[config.mk]
export PLATFORM = sky130hd
export DESIGN_NAME = pse_ctrl
export DESIGN_NICKNAME = d
export VERILOG_FILES = /design/src/rtl/pse_pkg.sv /design/src/rtl/pse_ctrl.sv
export SDC_FILE = /design/constraint.sdc
export NUM_CORES = 1
export LEC_CHECK = 0
export BUFFER_PORTS_ARGS = -buffer_cell sky130_fd_sc_hd__buf_2
export CAP_MARGIN = 20
export CELL_PAD_IN_SITES_DETAIL_PLACEMENT = 1
export CELL_PAD_IN_SITES_GLOBAL_PLACEMENT = 2
export CORE_MARGIN = 5
export CORE_UTILIZATION = 27
export CTS_CLUSTER_SIZE = 40
export DETAILED_ROUTE_END_ITERATION = 8
export PLACE_DENSITY = 0.76
export SYNTH_ARGS = -nofsm -noshare
export SYNTH_HDL_FRONTEND = slang
export SYNTH_SLANG_ARGS = --single-unit
[constraint.sdc]
create_clock -name clk -period 3.4 [get_ports clk]
set_clock_uncertainty 0.1 [all_clocks]
set_input_delay 0.51 -clock clk [delete_from_list [all_inputs] [get_ports clk]]
set_output_delay 0.51 -clock clk [all_outputs]
set_load 0.01 [all_outputs]
[src/rtl/pse_pkg.sv]
// process schedule evaluator: shared types, codes and field widths
// no dependencies; used by every module of the block except pse_div
`timescale 1ns / 1ps
`default_nettype none
package pse_pkg;

	localparam int CFG_DW     = 16;
	localparam int BURST_IN_W = 16;
	localparam int PRI_W      = 8;
	localparam int QUANT_W    = 16;
	localparam int PNUM_W     = 7;
	localparam int TIME_W     = 22;
	localparam int AVG_W      = 30;
	localparam int FRAC_BITS  = 8;

	// configuration register indexes
	localparam logic REG_SCHED_MODE   = 1'b0;
	localparam logic REG_TIME_QUANTUM = 1'b1;

	typedef enum logic [1:0] {
		MODE_FCFS = 2'd0,
		MODE_SJF  = 2'd1,
		MODE_PRIO = 2'd2,
		MODE_RR   = 2'd3
	} mode_t;

	typedef enum logic [4:0] {
		OP_NONE,
		OP_LOAD,
		OP_INIT,
		OP_SI_RD,
		OP_SI_CAP,
		OP_SJ_RD,
		OP_SJ_CMP,
		OP_SW1,
		OP_SW2,
		OP_RI_RD,
		OP_RI_WR,
		OP_RR_RD,
		OP_RR_EX,
		OP_EM_RD,
		OP_EM_EX,
		OP_DIVW_GO,
		OP_DIVW_WAIT,
		OP_DIVT_GO,
		OP_DIVT_WAIT,
		OP_OUT
	} op_t;

	typedef struct packed {
		op_t op;
	} cmd_t;

	typedef struct packed {
		mode_t mode;
		logic  n_ge2;
		logic  j_last;
		logic  i_last;
		logic  i_end;
		logic  rr_more;
		logic  k_last;
		logic  div_done;
	} status_t;

endpackage
`default_nettype wire

[src/rtl/pse_ctrl.sv]
// process schedule evaluator: sequencing state machine
// depends on pse_pkg; drives the datapath through cmd_t and reads status_t
`timescale 1ns / 1ps
`default_nettype none
module pse_ctrl (
	input  wire logic             clk,
	input  wire logic             arst_n,
	input  wire logic             start,
	input  wire logic             last_process,
	input  wire pse_pkg::status_t status,
	output pse_pkg::cmd_t         cmd,
	output logic                  busy
);

	typedef enum logic [4:0] {
		ST_IDLE,
		ST_START,
		ST_SI_RD,
		ST_SI_CAP,
		ST_SJ_RD,
		ST_SJ_CMP,
		ST_SW1,
		ST_SW2,
		ST_RI_RD,
		ST_RI_WR,
		ST_RR_RD,
		ST_RR_EX,
		ST_EM_RD,
		ST_EM_EX,
		ST_DIVW_GO,
		ST_DIVW_WAIT,
		ST_DIVT_GO,
		ST_DIVT_WAIT,
		ST_OUT
	} state_t;

	state_t state_q;
	logic   busy_q;
	logic   accept;

	assign accept = start && !busy_q;
	assign busy   = busy_q;

	always_comb begin
		case (state_q)
			ST_IDLE:      cmd.op = accept ? pse_pkg::OP_LOAD : pse_pkg::OP_NONE;
			ST_START:     cmd.op = pse_pkg::OP_INIT;
			ST_SI_RD:     cmd.op = pse_pkg::OP_SI_RD;
			ST_SI_CAP:    cmd.op = pse_pkg::OP_SI_CAP;
			ST_SJ_RD:     cmd.op = pse_pkg::OP_SJ_RD;
			ST_SJ_CMP:    cmd.op = pse_pkg::OP_SJ_CMP;
			ST_SW1:       cmd.op = pse_pkg::OP_SW1;
			ST_SW2:       cmd.op = pse_pkg::OP_SW2;
			ST_RI_RD:     cmd.op = pse_pkg::OP_RI_RD;
			ST_RI_WR:     cmd.op = pse_pkg::OP_RI_WR;
			ST_RR_RD:     cmd.op = pse_pkg::OP_RR_RD;
			ST_RR_EX:     cmd.op = pse_pkg::OP_RR_EX;
			ST_EM_RD:     cmd.op = pse_pkg::OP_EM_RD;
			ST_EM_EX:     cmd.op = pse_pkg::OP_EM_EX;
			ST_DIVW_GO:   cmd.op = pse_pkg::OP_DIVW_GO;
			ST_DIVW_WAIT: cmd.op = pse_pkg::OP_DIVW_WAIT;
			ST_DIVT_GO:   cmd.op = pse_pkg::OP_DIVT_GO;
			ST_DIVT_WAIT: cmd.op = pse_pkg::OP_DIVT_WAIT;
			ST_OUT:       cmd.op = pse_pkg::OP_OUT;
			default:      cmd.op = pse_pkg::OP_NONE;
		endcase
	end

	always_ff @(posedge clk or negedge arst_n) begin
		if (!arst_n) begin
			state_q <= ST_IDLE;
			busy_q  <= 1'b0;
		end else begin
			busy_q <= 1'b1;
			case (state_q)
				ST_IDLE: begin
					if (accept && last_process) begin
						state_q <= ST_START;
					end else begin
						busy_q <= 1'b0;
					end
				end
				ST_START: begin
					if (status.mode == pse_pkg::MODE_RR) begin
						state_q <= ST_RI_RD;
					end else if (status.mode != pse_pkg::MODE_FCFS && status.n_ge2) begin
						state_q <= ST_SI_RD;
					end else begin
						state_q <= ST_EM_RD;
					end
				end
				ST_SI_RD:  state_q <= ST_SI_CAP;
				ST_SI_CAP: state_q <= ST_SJ_RD;
				ST_SJ_RD:  state_q <= ST_SJ_CMP;
				ST_SJ_CMP: state_q <= status.j_last ? ST_SW1 : ST_SJ_RD;
				ST_SW1:    state_q <= ST_SW2;
				ST_SW2:    state_q <= status.i_last ? ST_EM_RD : ST_SI_RD;
				ST_RI_RD:  state_q <= ST_RI_WR;
				ST_RI_WR:  state_q <= status.i_end ? ST_RR_RD : ST_RI_RD;
				ST_RR_RD:  state_q <= ST_RR_EX;
				ST_RR_EX: begin
					if (status.i_end && !status.rr_more) begin
						state_q <= ST_EM_RD;
					end else begin
						state_q <= ST_RR_RD;
					end
				end
				ST_EM_RD:  state_q <= ST_EM_EX;
				ST_EM_EX:  state_q <= status.k_last ? ST_DIVW_GO : ST_EM_RD;
				ST_DIVW_GO:   state_q <= ST_DIVW_WAIT;
				ST_DIVW_WAIT: state_q <= status.div_done ? ST_DIVT_GO : ST_DIVW_WAIT;
				ST_DIVT_GO:   state_q <= ST_DIVT_WAIT;
				ST_DIVT_WAIT: state_q <= status.div_done ? ST_OUT : ST_DIVT_WAIT;
				ST_OUT: begin
					state_q <= ST_IDLE;
					busy_q  <= 1'b0;
				end
				default: begin
					state_q <= ST_IDLE;
					busy_q  <= 1'b0;
				end
			endcase
		end
	end

endmodule
`default_nettype wire

After elaboration in Yosys (flattened, before gate mapping)
Index checks and enable logic that the tools add are counted.
- register bits: 6
- latch bits: 0
- RAM bits: 0
- memory bits (read-only): 0
- input port bits: 13
- output and inout port bits: 6
- word-level logic and storage cells: 46
- memories: 0
- add/subtract/negate cells: 0
- multiply operators: 0
- divide/modulo/power cells: 0
- order comparisons: 0
- eq/ne operators: 20
- shifts and indexed selects: 0
- muxes and demuxes: 15
- bitwise operators: 0
- reduce and logical (&&, ||, !) cells: 9
- operator list (operator ; number):
    5-bit case mux with 19 select lines ; 1
    5-bit case mux with 18 select lines ; 1
    5-bit by 4-bit equality test with 1-bit output (second input constant) ; 8
    5-bit by 3-bit equality test with 1-bit output (second input constant) ; 4
    17-bit OR reduction ; 1
    5-bit equality test (second input constant) ; 3
    4-bit two-way mux ; 3
    5-bit by 2-bit equality test with 1-bit output (second input constant) ; 2
    5-bit two-way mux ; 2
    2-bit two-way mux ; 4
    5-bit by 1-bit equality test with 1-bit output (second input constant) ; 1
    5-bit zero test ; 1
    1-bit logical AND ; 4
    3-bit two-way mux ; 1
    2-bit equality test (second input constant) ; 1
    1-bit zero test ; 2
    1-bit two-way mux ; 2
    2-bit inequality test (second input constant) ; 1
    1-bit case mux with 2 select lines ; 1
    2-bit nonzero test ; 1

Logic depth before layout (Yosys ltp)
- word-level depth: 5
- gate-level depth with buffers: 5
- depth with buffers taken out: 4

Worst setup path before layout
No wires, ideal clock.
- path kind: flip-flop to output port
- start: register state_q[2]
- end: output port cmd[0] (netlist bit)
- arrival: 1.227 ns
- slack: 1.563 ns
- stages on the path, launching flop included: 4
- buffers on the path: 1
- cells stage by stage: dfrtp_1 -> buf_6 -> or2_2 -> a221oi_1
- RTL lines (element ; line ; source):
    start, declared ; pse_ctrl.sv:37 ; state_t state_q;
    start signal, assigned ; pse_ctrl.sv:95 ; ST_SJ_CMP: state_q <= status.j_last ? ST_SW1 : ST_SJ_RD;
    start signal, assigned ; pse_ctrl.sv:97 ; ST_SW2: state_q <= status.i_last ? ST_EM_RD : ST_SI_RD;
    start signal, assigned ; pse_ctrl.sv:99 ; ST_RI_WR: state_q <= status.i_end ? ST_RR_RD : ST_RI_RD;
    end, declared ; pse_ctrl.sv:11 ; output pse_pkg::cmd_t cmd,

==> results_dict.tcl <==
set metrics [dict create \
    main_area_contributors_after_synthesis "sky130_fd_sc_hd__dfrtp_1, sky130_fd_sc_hd__xnor2_1, sky130_fd_sc_hd__inv_1" \
    die_area_sq_um 3040 \
    clkSinkCount 6 \
    sum_of_buffers_and_inverters_on_the_critical_path 2 \
    ctsLongestPathBuffers 2 \
    net-switching-power_w 0.000287 \
    post_drt_via_cell_ratio 5.04 \
    max_fanout_on_critical_path 9 \
    worst-setup-path-type "flip-flop to primary output" \
    synthesis.instances 71 \
    drv_cap 0 \
    yosys_register_bits 6 \
    num_vias 575 \
    critPathCaptureType "primary output" \
    cts_tree "done" \
    timing.final.crit_period_ns 2.25 \
    antennaDiodeCount 0 \
    drt_first_pass_iters 4 \
    synth_seq_area_share_pct 27.3 \
    gp_congestion 0.758 \
    core_area_sq_um 1940 \
    layout-drive-gt1-share_pct 29.9 \
    synth.yosys.warnings 0 \
    die-height_um 55.1 \
    cts_htree_levels 1 \
    path_cells "inv_1 > or3_1 > o22ai_1 > buf_2" \
    synthDistinctLibCells 31 \
    postCtsResizedCells 0 \
    antenna_violation_net_count_after_detailed_routing 0 \
    p_leak_nw 0.290 \
    grt.total_usage_pct 12.9 \
    initial_cell_density_of_the_core_pct 28.3 \
    crit_family "flip-flops" \
    slowest_stage_delay_on_critical_path_ns 0.49 \
    postCtsSetupBuffers 0 \
    power.sequential.fraction_pct 31.1 \
    synthesized_nets 84 \
    internal_power_summed_over_all_cells_w 0.000305 \
    vdd_drop_max_mv 0.316 \
    setup_viol 0 \
    design_power_total_w 0.000591 \
    layout_worst_path_cycle_share_pct 66.1 \
    grt_first_pass_wirelength_um 2740 \
    share_clk_of_total_power_pct 11.3 \
    global_route.overflow_total 0 \
    finalHoldViolCount 0 \
    max_clock_freq_mhz 445 \
    run_status "complete, no violations" \
    route.detailed.drc 0 \
    timing.critical_path.from_type "flip-flop" \
    grt_start_max_net_pins 19 \
    timing.final.max_slew_violations 0 \
    synth_top_cell_area_share_pct 27.3 \
    crit_slowest_cell "sky130_fd_sc_hd__dfrtp_1" \
    tns_ns 0 \
    pwr_density_cell_nw_per_um2 881 \
    clk_pin_slew_ns 0.05 \
    number_of_antenna_violations_at_the_first_check_in_global_routing 0 \
    grt_pass1_vias 596 \
    finalCoreUtilization_pct 34.5 \
    placementRows 16 \
    max-slew-margin-rel_pct 62.5 \
    syn_to_final_growth_pct 22.1 \
    die_w_um 55.1 \
    buffer_type_at_the_clock_tree_root "sky130_fd_sc_hd__clkbuf_4" \
    design.portCount 19 \
    totalWireLength_um 1600 \
    drt_iter0_drc 10 \
    drt-wirelength-per-cell_um 14.0 \
    worst_hold_path_type "primary input to flip-flop" \
    synth_top_area_cell "sky130_fd_sc_hd__dfrtp_1" \
    dp_hpwl_um 1220 \
    netlist_area_sq_um 549 \
    netSwitchingFraction_pct 48.5 \
    cts_inserted_buffers 3 \
    final_nets 102 \
    place.port_buffers 18 \
    worst_ep_required_time_ns 2.79 \
    worst_pin_slew_ns 0.563 \
    synth.avg_cell_area_sq_um 7.74 \
    unrepaired_setup_endpoints_after_global_routing "no" \
    combPwrFrac_pct 57.6 \
    worstSkewPairLatency_ns 0.25 \
    critPathArrivalTime_ns 1.64 \
]
==> synthesized netlist by cell type <==
master	number
sky130_fd_sc_hd__inv_1	7
sky130_fd_sc_hd__dfrtp_1	6
sky130_fd_sc_hd__nor2_1	6
sky130_fd_sc_hd__nand2_1	5
sky130_fd_sc_hd__a21oi_1	4
sky130_fd_sc_hd__buf_2	4
sky130_fd_sc_hd__o21ai_0	4
sky130_fd_sc_hd__xnor2_1	4
sky130_fd_sc_hd__nand3_1	3
sky130_fd_sc_hd__o21ai_1	3
sky130_fd_sc_hd__a221oi_1	2
sky130_fd_sc_hd__nor3_1	2
sky130_fd_sc_hd__o32a_1	2
sky130_fd_sc_hd__or3_1	2
sky130_fd_sc_hd__a2111oi_2	1
sky130_fd_sc_hd__a211o_1	1
sky130_fd_sc_hd__a311oi_1	1
sky130_fd_sc_hd__and2_4	1
sky130_fd_sc_hd__and3_1	1
sky130_fd_sc_hd__buf_6	1
sky130_fd_sc_hd__clkbuf_1	1
sky130_fd_sc_hd__maj3_1	1
sky130_fd_sc_hd__nand2b_1	1
sky130_fd_sc_hd__nand4_1	1
sky130_fd_sc_hd__nor4_2	1
sky130_fd_sc_hd__o221ai_1	1
sky130_fd_sc_hd__o22ai_1	1
sky130_fd_sc_hd__o311ai_0	1
sky130_fd_sc_hd__o31ai_1	1
sky130_fd_sc_hd__or2_2	1
sky130_fd_sc_hd__or3_4	1
==> metrics by stage <==
step	hold slack (ns)	setup slack, ns	cell area, sq um	cells
6_report	0.422	1.15	671	114
5_1_grt	0.419	1.08	671	114
4_1_cts	0.413	1.15	671	114
3_5_place_dp	0.240	1.44	638	110
3_3_place_gp	0.240	1.46	638	110
2_1_floorplan	0.114	1.56	549	71
==> timing repair <==
action,CTS,global route
endpoints found under the setup margin,0,0
hold buffers,1,0
endpoints found under the hold margin,6,0
==> routing by layer <==
layer / routed length, um / vias to the layer above / global-route usage [%]
met5: 0 / - / 0
met4: 0 / 0 / 6.07
met3: 60 / 0 / 2.68
met2: 798 / 11 / 20.9
met1: 738 / 273 / 16.2
li1: - / 291 / -
==> layout make-up <==
cell class | count | area (sq um)
Clock buffer | 3 | 22.5
Timing Repair Buffer | 19 | 100
Fill cell | 257 | 1270
Multi-Input combinational cell | 52 | 338
Tap cell | 27 | 33.8
Sequential cell | 6 | 150
Inverter | 7 | 26.3
==> worst register-to-register path, stage by stage (launching register included) <==
cell                       delay [ns]
sky130_fd_sc_hd__dfrtp_1         0.58
sky130_fd_sc_hd__inv_1           0.18
sky130_fd_sc_hd__o311ai_0        0.40
sky130_fd_sc_hd__o32a_1          0.19
sky130_fd_sc_hd__o221ai_1        0.12
==> state kept, by name (all words and copies together) (netlist names) <==
name,flops
state_q,5
busy,1
==> power by group through the flow <==
stage / Combinational (W) / Sequential [W] / Clock (W)
final: 0.000341 / 0.000184 / 0.0000666
after global routing: 0.000386 / 0.000193 / 0.0000764
after CTS: 0.000346 / 0.000182 / 0.0000706
after detailed placement: 0.000342 / 0.000182 / 0
after global placement: 0.000338 / 0.000182 / 0
after floorplan: 0.000316 / 0.000121 / 0
==> cell usage in the layout (no fill, tap or decap), types with 3 or more instances in the layout <==
master,instances
sky130_fd_sc_hd__buf_2,18
sky130_fd_sc_hd__inv_1,7
sky130_fd_sc_hd__nor2_1,6
sky130_fd_sc_hd__dfrtp_1,6
sky130_fd_sc_hd__nand2_1,5
sky130_fd_sc_hd__xnor2_1,4
sky130_fd_sc_hd__a21oi_1,4
sky130_fd_sc_hd__o21ai_0,4
sky130_fd_sc_hd__nand3_1,3
sky130_fd_sc_hd__o21ai_1,3
sky130_fd_sc_hd__clkbuf_4,3
==> logic make-up (layout without fill, tap and decap cells) <==
group                      Yosys count  count (layout)  share of synthesized area (%)
and+or+nand+nor                     25              25                           24.8
AOI/OAI and AO/OA                   22              22                           28.5
adders and majority gates            1               1                           1.82
DFF                                  6               6                           27.3
xor gates and xnor gates             4               4                           6.38
buffers and inverters               13              29                           11.2
==> final timing paths <==
path	startpoint	end	slack, ns	depth (start not counted)
setup / recovery	state_q[2]	cmd[4]	1.15	4
hold / removal	status[0]	state_q[0]	0.42	2
setup reg to reg	state_q[1]	state_q[1]	1.68	4
hold reg to reg	state_q[2]	state_q[2]	0.67	2
max in group asynchronous	arst_n	state_q[0]	2.53	2
min in group asynchronous	arst_n	state_q[1]	0.52	2
Power figures use the tool's default switching activity.
